<file path="config.mk">
export PLATFORM = sky130hd
export DESIGN_NAME = double_ended_queue_unit
export DESIGN_NICKNAME = d
export VERILOG_FILES = /design/src/design/deq_pkg.sv /design/src/design/deq_ram.sv /design/src/design/double_ended_queue_unit.sv
export SDC_FILE = /design/constraint.sdc
export NUM_CORES = 1
export LEC_CHECK = 0
export ABC_AREA = 1
export ABC_CLOCK_PERIOD_IN_PS = 8500
export BUFFER_PORTS_ARGS = -buffer_cell sky130_fd_sc_hd__buf_2
export CAP_MARGIN = 20
export CELL_PAD_IN_SITES_DETAIL_PLACEMENT = 0
export CELL_PAD_IN_SITES_GLOBAL_PLACEMENT = 2
export CORE_ASPECT_RATIO = 0.75
export CORE_MARGIN = 2
export CORE_UTILIZATION = 45
export CTS_CLUSTER_SIZE = 16
export DETAILED_ROUTE_END_ITERATION = 16
export HOLD_SLACK_MARGIN = 0.02
export PLACE_DENSITY_LB_ADDON = 0.1
export RECOVER_POWER = 100
export SETUP_SLACK_MARGIN = 0.05
export SYNTH_ARGS = -nofsm -noshare
export SYNTH_HDL_FRONTEND = slang
export SYNTH_SLANG_ARGS = --single-unit
export TNS_END_PERCENT = 30
</file>
<file path="constraint.sdc">
create_clock -name i_clk -period 8.5 [get_ports i_clk]
set_clock_uncertainty 0.2 [all_clocks]
set_input_delay 0.425 -clock i_clk [delete_from_list [all_inputs] [get_ports i_clk]]
set_output_delay 0.425 -clock i_clk [all_outputs]
set_load 0.005 [all_outputs]
</file>
<file path="src/design/deq_pkg.sv">
// shared types and codes for the double-ended queue
`timescale 1ns / 1ps

package deq_pkg;

    // default ring depth
    localparam int DEQ_DEPTH = 16;

    // command codes
    localparam logic [2:0] CMD_PUSH_FRONT = 3'd0;
    localparam logic [2:0] CMD_PUSH_BACK  = 3'd1;
    localparam logic [2:0] CMD_POP_FRONT  = 3'd2;
    localparam logic [2:0] CMD_POP_BACK   = 3'd3;
    localparam logic [2:0] CMD_DUMP       = 3'd4;

    // status codes
    localparam logic [1:0] STAT_OK    = 2'd0;
    localparam logic [1:0] STAT_EMPTY = 2'd1;
    localparam logic [1:0] STAT_FULL  = 2'd2;

    // command word
    typedef struct packed {
        logic [2:0]         command;
        logic signed [31:0] value;
    } t_deq_in;

    // result word
    typedef struct packed {
        logic [1:0]         status;
        logic signed [31:0] element;
        logic               last;
    } t_deq_out;

endpackage

</file>
<file path="src/design/deq_ram.sv">
// generic single-clock ram, one write port and one registered read port
`timescale 1ns / 1ps

module deq_ram #(
    parameter int WIDTH = 32,
    parameter int DEPTH = 16,
    localparam int AW   = (DEPTH > 1) ? $clog2(DEPTH) : 1
) (
    input  logic             i_clk,
    input  logic             i_wr_en,
    input  logic [AW-1:0]    i_wr_addr,
    input  logic [WIDTH-1:0] i_wr_data,
    input  logic             i_rd_en,
    input  logic [AW-1:0]    i_rd_addr,
    output logic [WIDTH-1:0] o_rd_data
);

    logic [WIDTH-1:0] r_mem [DEPTH];
    logic [WIDTH-1:0] r_rd_data;

    // write port
    always_ff @(posedge i_clk) begin
        if (i_wr_en) begin
            r_mem[i_wr_addr] <= i_wr_data;
        end
    end

    // registered read port
    always_ff @(posedge i_clk) begin
        if (i_rd_en) begin
            r_rd_data <= r_mem[i_rd_addr];
        end
    end

    assign o_rd_data = r_rd_data;

endmodule

</file>
<file path="src/design/double_ended_queue_unit.sv">
// Double-ended queue of signed 32-bit words kept in a ring memory. A command word is
// taken when i_start is high and o_busy is low. Push front, push back, pop front and
// pop back each give one result word, strobed by o_res_valid for one cycle in the cycle
// after acceptance; o_busy stays low for them, so one command can be taken every cycle.
// A dump of N stored words gives N result words on consecutive cycles, front to back,
// the final one marked by last; for N above one, o_busy rises after acceptance and
// stays high until the read of the final word is issued, since each stored word goes
// through the single read port of the ring memory. Pop, push and dump on an empty or
// full queue answer with one status word. Unused command codes are dropped without a
// result. The receiver cannot stall: a result word is present for exactly one cycle.
`timescale 1ns / 1ps

module double_ended_queue_unit #(
    parameter int DEPTH = deq_pkg::DEQ_DEPTH
) (
    input  logic             i_clk,
    input  logic             i_rst_n,
    input  logic             i_start,
    input  deq_pkg::t_deq_in i_item,
    output logic             o_busy,
    output logic             o_res_valid,
    output deq_pkg::t_deq_out o_res
);

    import deq_pkg::*;

    localparam int AW = (DEPTH > 1) ? $clog2(DEPTH) : 1;
    localparam int CW = $clog2(DEPTH + 1);
    localparam logic [CW-1:0] CNT_FULL  = CW'(DEPTH);
    localparam logic [CW:0]   DEPTH_EXT = (CW + 1)'(DEPTH);
    localparam logic [AW-1:0] IDX_LAST  = AW'(DEPTH - 1);

    typedef enum logic [1:0] {
        ST_IDLE = 2'b01,
        ST_DUMP = 2'b10
    } t_state;

    t_state        r_state, n_state;
    logic [AW-1:0] r_front, n_front;
    logic [CW-1:0] r_count, n_count;
    logic [CW-1:0] r_off,   n_off;
    logic          r_out_valid, n_out_valid;
    logic [1:0]    r_status,    n_status;
    logic          r_last,      n_last;
    logic          r_use_rd,    n_use_rd;

    logic          accept;
    logic          is_full;
    logic          is_empty;
    logic [AW-1:0] front_dec;
    logic [AW-1:0] front_inc;
    logic [CW-1:0] count_dec;
    logic [CW-1:0] off_inc;
    logic          wr_en;
    logic [AW-1:0] wr_addr;
    logic          rd_en;
    logic [AW-1:0] rd_addr;
    logic [31:0]   rd_data;

    // ring position of front plus an offset below the depth
    function automatic logic [AW-1:0] ring_pos(input logic [AW-1:0] base,
                                               input logic [CW-1:0] off);
        logic [CW:0] sum;
        sum = (CW + 1)'(base) + (CW + 1)'(off);
        if (sum >= DEPTH_EXT) begin
            sum = sum - DEPTH_EXT;
        end
        return sum[AW-1:0];
    endfunction

    assign accept    = i_start && (r_state == ST_IDLE);
    assign is_full   = (r_count == CNT_FULL);
    assign is_empty  = (r_count == '0);
    assign front_dec = (r_front == '0) ? IDX_LAST : r_front - AW'(1);
    assign front_inc = (r_front == IDX_LAST) ? '0 : r_front + AW'(1);
    assign count_dec = r_count - CW'(1);
    assign off_inc   = r_off + CW'(1);

    // command decode and dump sequencing
    always_comb begin
        n_state     = r_state;
        n_front     = r_front;
        n_count     = r_count;
        n_off       = r_off;
        n_out_valid = 1'b0;
        n_status    = STAT_OK;
        n_last      = 1'b1;
        n_use_rd    = 1'b0;
        wr_en       = 1'b0;
        wr_addr     = '0;
        rd_en       = 1'b0;
        rd_addr     = '0;
        case (r_state)
            ST_IDLE: begin
                if (accept) begin
                    case (i_item.command)
                        CMD_PUSH_FRONT, CMD_PUSH_BACK: begin
                            n_out_valid = 1'b1;
                            if (is_full) begin
                                n_status = STAT_FULL;
                            end else begin
                                wr_en   = 1'b1;
                                n_count = r_count + CW'(1);
                                if (i_item.command == CMD_PUSH_FRONT) begin
                                    wr_addr = front_dec;
                                    n_front = front_dec;
                                end else begin
                                    wr_addr = ring_pos(r_front, r_count);
                                end
                            end
                        end
                        CMD_POP_FRONT, CMD_POP_BACK: begin
                            n_out_valid = 1'b1;
                            if (is_empty) begin
                                n_status = STAT_EMPTY;
                            end else begin
                                rd_en    = 1'b1;
                                n_use_rd = 1'b1;
                                n_count  = count_dec;
                                if (i_item.command == CMD_POP_FRONT) begin
                                    rd_addr = r_front;
                                    n_front = front_inc;
                                end else begin
                                    rd_addr = ring_pos(r_front, count_dec);
                                end
                            end
                        end
                        CMD_DUMP: begin
                            n_out_valid = 1'b1;
                            if (is_empty) begin
                                n_status = STAT_EMPTY;
                            end else begin
                                rd_en    = 1'b1;
                                rd_addr  = r_front;
                                n_use_rd = 1'b1;
                                n_last   = (r_count == CW'(1));
                                n_off    = CW'(1);
                                if (r_count != CW'(1)) begin
                                    n_state = ST_DUMP;
                                end
                            end
                        end
                        default: begin
                        end
                    endcase
                end
            end
            ST_DUMP: begin
                rd_en       = 1'b1;
                rd_addr     = ring_pos(r_front, r_off);
                n_out_valid = 1'b1;
                n_use_rd    = 1'b1;
                n_last      = (off_inc == r_count);
                n_off       = off_inc;
                if (off_inc == r_count) begin
                    n_state = ST_IDLE;
                end
            end
            default: begin
                n_state = ST_IDLE;
            end
        endcase
    end

    // control registers
    always_ff @(posedge i_clk) begin
        if (!i_rst_n) begin
            r_state     <= ST_IDLE;
            r_front     <= '0;
            r_count     <= '0;
            r_off       <= '0;
            r_out_valid <= 1'b0;
        end else begin
            r_state     <= n_state;
            r_front     <= n_front;
            r_count     <= n_count;
            r_off       <= n_off;
            r_out_valid <= n_out_valid;
        end
    end

    // result word fields
    always_ff @(posedge i_clk) begin
        r_status <= n_status;
        r_last   <= n_last;
        r_use_rd <= n_use_rd;
    end

    // ring memory
    deq_ram #(
        .WIDTH (32),
        .DEPTH (DEPTH)
    ) u_ring (
        .i_clk     (i_clk),
        .i_wr_en   (wr_en),
        .i_wr_addr (wr_addr),
        .i_wr_data (i_item.value),
        .i_rd_en   (rd_en),
        .i_rd_addr (rd_addr),
        .o_rd_data (rd_data)
    );

    // outputs
    assign o_busy        = (r_state != ST_IDLE);
    assign o_res_valid   = r_out_valid;
    assign o_res.status  = r_status;
    assign o_res.element = r_use_rd ? rd_data : '0;
    assign o_res.last    = r_last;

`ifndef SYNTHESIS
    // occupancy never exceeds the ring
    a_count_range: assert property (@(posedge i_clk) disable iff (!i_rst_n)
        r_count <= CNT_FULL)
        else $error("entry count beyond depth");

    // dump offset stays inside the live entries
    a_dump_off: assert property (@(posedge i_clk) disable iff (!i_rst_n)
        (r_state == ST_DUMP) |-> (r_off < r_count) && (r_off != '0))
        else $error("dump offset out of range");

    // every dump cycle yields a result word next cycle
    a_dump_out: assert property (@(posedge i_clk) disable iff (!i_rst_n)
        (r_state == ST_DUMP) |=> o_res_valid)
        else $error("dump result word missing");

    // push and pop always answer in the next cycle
    a_cmd_out: assert property (@(posedge i_clk) disable iff (!i_rst_n)
        (accept && (i_item.command == CMD_PUSH_FRONT || i_item.command == CMD_PUSH_BACK
            || i_item.command == CMD_POP_FRONT || i_item.command == CMD_POP_BACK))
        |=> (o_res_valid && o_res.last))
        else $error("push or pop result word missing");
`endif

endmodule
</file>
# Word level (Yosys, flattened, before mapping)
# Memory sizes are Yosys's and may differ from the RTL's. A register that Yosys moved wholly into a read port is not among the register bits.
# Cells that the tools add are included.
word_totals:
  regBits: 21
  latchBits: 0
  ram_bits: 512
  rom_bits: 0
  input_bits: 38
  output_inout_bits: 37
  wordCells: 114
  mem_count: 1
memory_table:
  columns: ["memory", "words", "word_bits", "read_ports", "rd_clocked_by_memory_dff", "wr", "line_no", "source"]
  rows:
  - ["u_ring.r_mem", 16, 32, 1, 1, 1, "deq_ram.sv:18", "logic [WIDTH-1:0] r_mem [DEPTH];"]
op_classes:
  add_sub_neg: 11
  n_mul: 0
  div_mod_pow: 0
  magnitude_cmp: 3
  n_eq_ne: 21
  n_shift: 0
  mux: 55
  bitwise_logic: 0
  n_reduce_logical: 15
op_table:
  columns: ["cell", "n"]
  rows:
  - ["$mux W4", 18]
  - ["$mux W32", 1]
  - ["$mux W5", 5]
  - ["$pmux W4 S2", 3]
  - ["$pmux W5 S2", 2]
  - ["$add A4 B5 Y6", 3]
  - ["$ge A6 B5 Y1 const B", 3]
  - ["$sub A4 B1 Y4 const B", 4]
  - ["$mux W1", 15]
  - ["$ne A2 B2 Y1 const B", 7]
  - ["$mux W2", 6]
  - ["$add A5 B1 Y5 const B", 2]
  - ["$reduce_and A5 Y1", 2]
  - ["$pmux W2 S2", 2]
  - ["$reduce_and A7 Y1", 1]
  - ["$eq A3 B2 Y1 const B", 2]
  - ["$ne A2 B1 Y1 const B", 3]
  - ["$pmux W1 S2", 3]
  - ["$eq A5 B1 Y1 const B", 1]
  - ["$eq A5 B5 Y1", 1]
  - ["$eq A5 B5 Y1 const B", 1]
  - ["$logic_not A5 Y1", 1]
  - ["$ne A5 B1 Y1 const B", 1]
  - ["$reduce_or A5 Y1", 1]
  - ["15 further kinds", 17]

# Depth between registers and ports, before layout
logic_depth:
  depth_word: 9
  depth_mapped: 19
  depth_no_buf: 18

# Modules after synthesis
# From an unflattened synthesis, not the netlist that was laid out.
hier_totals:
  cells_unflattened: 2465
  area_unflattened_um2: 25229.2
modules_own_cells:
  columns: ["module", "n_inst", "cells_per_inst", "area_each_um2", "seq_area_each_um2"]
  rows:
  - ["deq_ram", 1, 2120, 23050.9, 16335.7]
  - ["double_ended_queue_unit", 1, 345, 2178.3, 420.4]

# Least setup slack after synthesis
# No wires, ideal clock.
synth_timing:
  kind: "register -> register"
  from: "reg r_front[0]"
  to: "mem u_ring.r_mem[0][0], enable pin"
  setup_time_ns: 0.421
  arrival_time_ns: 2.916
  t_required_ns: 7.879
  setup_slack_ns: 4.963
  path_stages_with_launch: 8
  path_buffers: 0
  period_less_slack_ns: 3.537
  path_cell_list: "dfxtp_1 -> ha_1 -> fa_1 -> o21ai_0 -> nor2_1 -> nor2_1 -> nand2_1 -> nor2_1"
synth_via:
  elab_chain_len: 8
  word_cells_on_any_way: 12
  classes_between: "add/sub (3); order compare (1); mux (7); reduce/logical (1)"
synth_rtl:
  columns: ["item", "line_no", "source"]
  rows:
  - ["start: declaration", "double_ended_queue_unit.sv:39", "logic [AW-1:0] r_front, n_front;"]
  - ["start signal: assignment", "double_ended_queue_unit.sv:175", "r_front <= n_front;"]
  - ["$add A4 B5 Y6", "double_ended_queue_unit.sv:64", "sum = (CW + 1)'(base) + (CW + 1)'(off);"]
  - ["$ge A6 B5 Y1 or $sub A4 B1 Y4 (tied branches)", "double_ended_queue_unit.sv:65, double_ended_queue_unit.sv:66", null]
  - ["$mux W4", "double_ended_queue_unit.sv:65", "if (sum >= DEPTH_EXT) begin"]
  - ["$mux W4 (*)", "double_ended_queue_unit.sv:104", "if (i_item.command == CMD_PUSH_FRONT) begin"]
  - ["$mux W4 (*)", "double_ended_queue_unit.sv:99", "if (is_full) begin"]
  - ["$mux W4 (*)", "double_ended_queue_unit.sv:96", "case (i_item.command)"]
  - ["$mux W4 (*)", "double_ended_queue_unit.sv:95", "if (accept) begin"]
  - ["$mux W4 (*)", "double_ended_queue_unit.sv:93", "case (r_state)"]
  - ["end: declaration", "deq_ram.sv:18", null]
# Every way passes the cells marked *; elsewhere a longest branch is shown, timed or not.

# Worst setup path after layout
layout_timing:
  from: "reg r_front[1]"
  to: "mem u_ring.r_mem[8][24], enable pin"
# The elaborated chain is that of the path after synthesis.

==> reports/metrics.csv <==
metric,value,unit
grt_setup_unrepaired,false,
fin_nets,2538,
numCtsBuffers,58,
first_global_vias,16403,
hp-start,r_state[1]$_SDFFE_PN0P_,
tns,0,ps
p_leak,0.0115,uW
fillerInstances,5110,
peakVddDrop,0.207,mV
holdBufCountCts,38,
die_h,210,um
drt_iter0_drc,1291,
tightestPinTransition,3590,ps
yosys_register_bits,565,
port_buffers,74,
grt_pass1_wl,103000,um
crit_slowest_cell,nor2_1,
synthArstFlopShare,0,
crit_top_cell,nor2_1,
core_area,55900,um^2
cts_root_buf,clkbuf_16,
path_clk_slew,60,ps
syn_area_per_cell,10.5,um^2
synth_cell_types,35,
drc_errors,0,
r2r_start,r_front[1]$_SDFFE_PN0P_,
cts_setup_buffers,0,
synth-edff-count,544,
gp_congestion,0.761,
crit_path_max_incr_delay,1850,ps
crit_family,simple AND/OR/NAND/NOR gates,
clock_latency,620,ps
timing.fmax,172,MHz
syn_nets,2475,
synth_warnings,0,
syn_inst,2416,
grt_start_max_net_pins,224,
grt_remaining_overflow,0,
start_kind,register,
routed_wl,67300,um
worstPathMaxFanout,17,
yosysSeqAreaShare,0.659,
rows,75,
cts_tree,built,
via_per_inst,5.25,
status,finished with violations,
hold_viol,0,
path_class,register to register,
finalCritPeriodShare,0.683,
cts-resized-gates,0,
syn_to_final_growth,11.7,%
cts.sinks,565,
die-width,279,um
wl_per_cell,20.6,um
ioPinCount,75,
post-synth-top-area-cell,edfxtp_1,
crit_required,8510,ps
antenna_found_initial,2,
critPathBufInv,2,
slew_viol_final,617,
firstDrtPassIters,5,
layout_min_cycle_time,5810,ps
whs,303,ps
start_util,0.455,
endpoint_kind,register,
ys.flop_type,edfxtp_1,
dp.final_hpwl,32300,um
drtAntennaViolNets,0,
critical_path.cell_chain,inv_1 > ha_1 > nand2_1 > o21ai_0 > o21ai_0 > nor2_1 > nor2_1 > nand2_1 > nor2_1 > clkbuf_1,
vias,17095,
cellPowerDensity,236,nW/um^2
startpoint,r_front[1]$_SDFFE_PN0P_,
max_cap_violations,26,
setup_viol,0,
h-tree-depth,2,
max-slew-margin-rel,-1.39,
yosys-top-cells-area,"edfxtp_1 64%, nand2_1 13%, nand3_1 6.0%",
hold_path.class,register to register,
synth_commonest_cells,"867 x nand2_1, 544 x edfxtp_1, 307 x nand3_1",
netlist_area,25400,um^2
arrival,5820,ps
cts_buffer_depth,3,
post-synth-top-count-cell,nand2_1,
die_area,58500,um^2
synth_top_cell_area_share,0.642,
grt_usage,0.233,
layout-drive-gt1-share,0.0657,
violations,"capacitance limit, slew limit",
[layout by cell type, fill, tap and decap left out, types with 24 or more instances in the layout]
cell / synthesis / routed
dlygate4sd3_1: 0 / 38
nand3b_1: 160 / 160
nand2_1: 867 / 866
inv_1: 197 / 199
o21ai_0: 24 / 24
nand3_1: 307 / 308
or2_2: 36 / 36
nor2_1: 32 / 29
clkbuf_1: 31 / 79
edfxtp_1: 544 / 544
buf_2: 76 / 27
clkbuf_16: 0 / 59
[metal layers]
| metal | wire length (um) | global-route usage |
|---|---|---|
| met1 | 32200 | 0.346 |
| met2 | 30400 | 0.368 |
| met3 | 3460 | 0.0312 |
| met4 | 1180 | 0.0515 |
| met5 | 0 | 0 |
[final timing paths]
check	end	slack (ps)	cells after the start
worst max-delay path	u_ring.r_mem[8][24]$_DFFE_PP_	2690	10
worst min register to register	r_state[1]$_SDFFE_PN0P_	300	2
worst max register to register	u_ring.r_mem[8][24]$_DFFE_PP_	2690	10
worst min-delay path	r_state[1]$_SDFFE_PN0P_	300	2
[registers in the layout, indices dropped and copies added, names as in the netlist]
signal / flops
r_last: 1
r_state: 2
r_status: 2
u_ring.o_rd_data: 32
r_use_rd: 1
r_off: 5
u_ring.r_mem: 512
o_res_valid: 1
r_count: 5
r_front: 4
[cell type report]
cell class | instances | area [um^2] | area share
antenna | 1 | 2.50 | 0.0000881
clock buffer | 73 | 1530 | 0.0538
clock inverter | 34 | 319 | 0.0112
inverter | 202 | 766 | 0.0270
multi-input combinational | 1511 | 7250 | 0.255
sequential | 565 | 16800 | 0.590
tap | 731 | 915 | 0.0322
timing repair buffer | 141 | 875 | 0.0308
[stage by stage]
| stage | setup slack, ps | std cells | utilization | power (uW) | instance area, um^2 |
|---|---|---|---|---|---|
| CTS | 4100 | 3256 | 0.512 | 6790 | 28600 |
| detailed placement | 4170 | 3111 | 0.472 | 4250 | 26400 |
| floorplan | 4960 | 2416 | - | 3900 | 25400 |
| global placement | 4110 | 3111 | 0.472 | 4250 | 26400 |
| finish | 2690 | 3258 | 0.508 | 6720 | 28400 |
| global route | 2190 | 3258 | 0.508 | 6990 | 28400 |
[logic make-up (layout without fill, tap and decap cells)]
kind of cell,after synthesis,count (layout),synth area share
AND/OR/NAND/NOR,1418,1418,0.254
flip-flops,565,565,0.659
buffers and inverters,340,450,0.0588
AO/OA/AOI/OAI,60,60,0.0134
adder cells (fa/ha/maj),21,21,0.0112
XOR/XNOR,12,12,0.00413
other,0,1,0
[power breakdown]
group          switching, uW  internal, uW
logic                    803           214
registers               45.7          3130
clock network           1070          1450
total                   1920          4800
[worst min-delay path: cells and delay by family, from the launching register on]
family	cells	cell delay, ps
flops	1	330
simple gates	1	70
compound gates	1	60
Power figures use the tool's default switching activity.
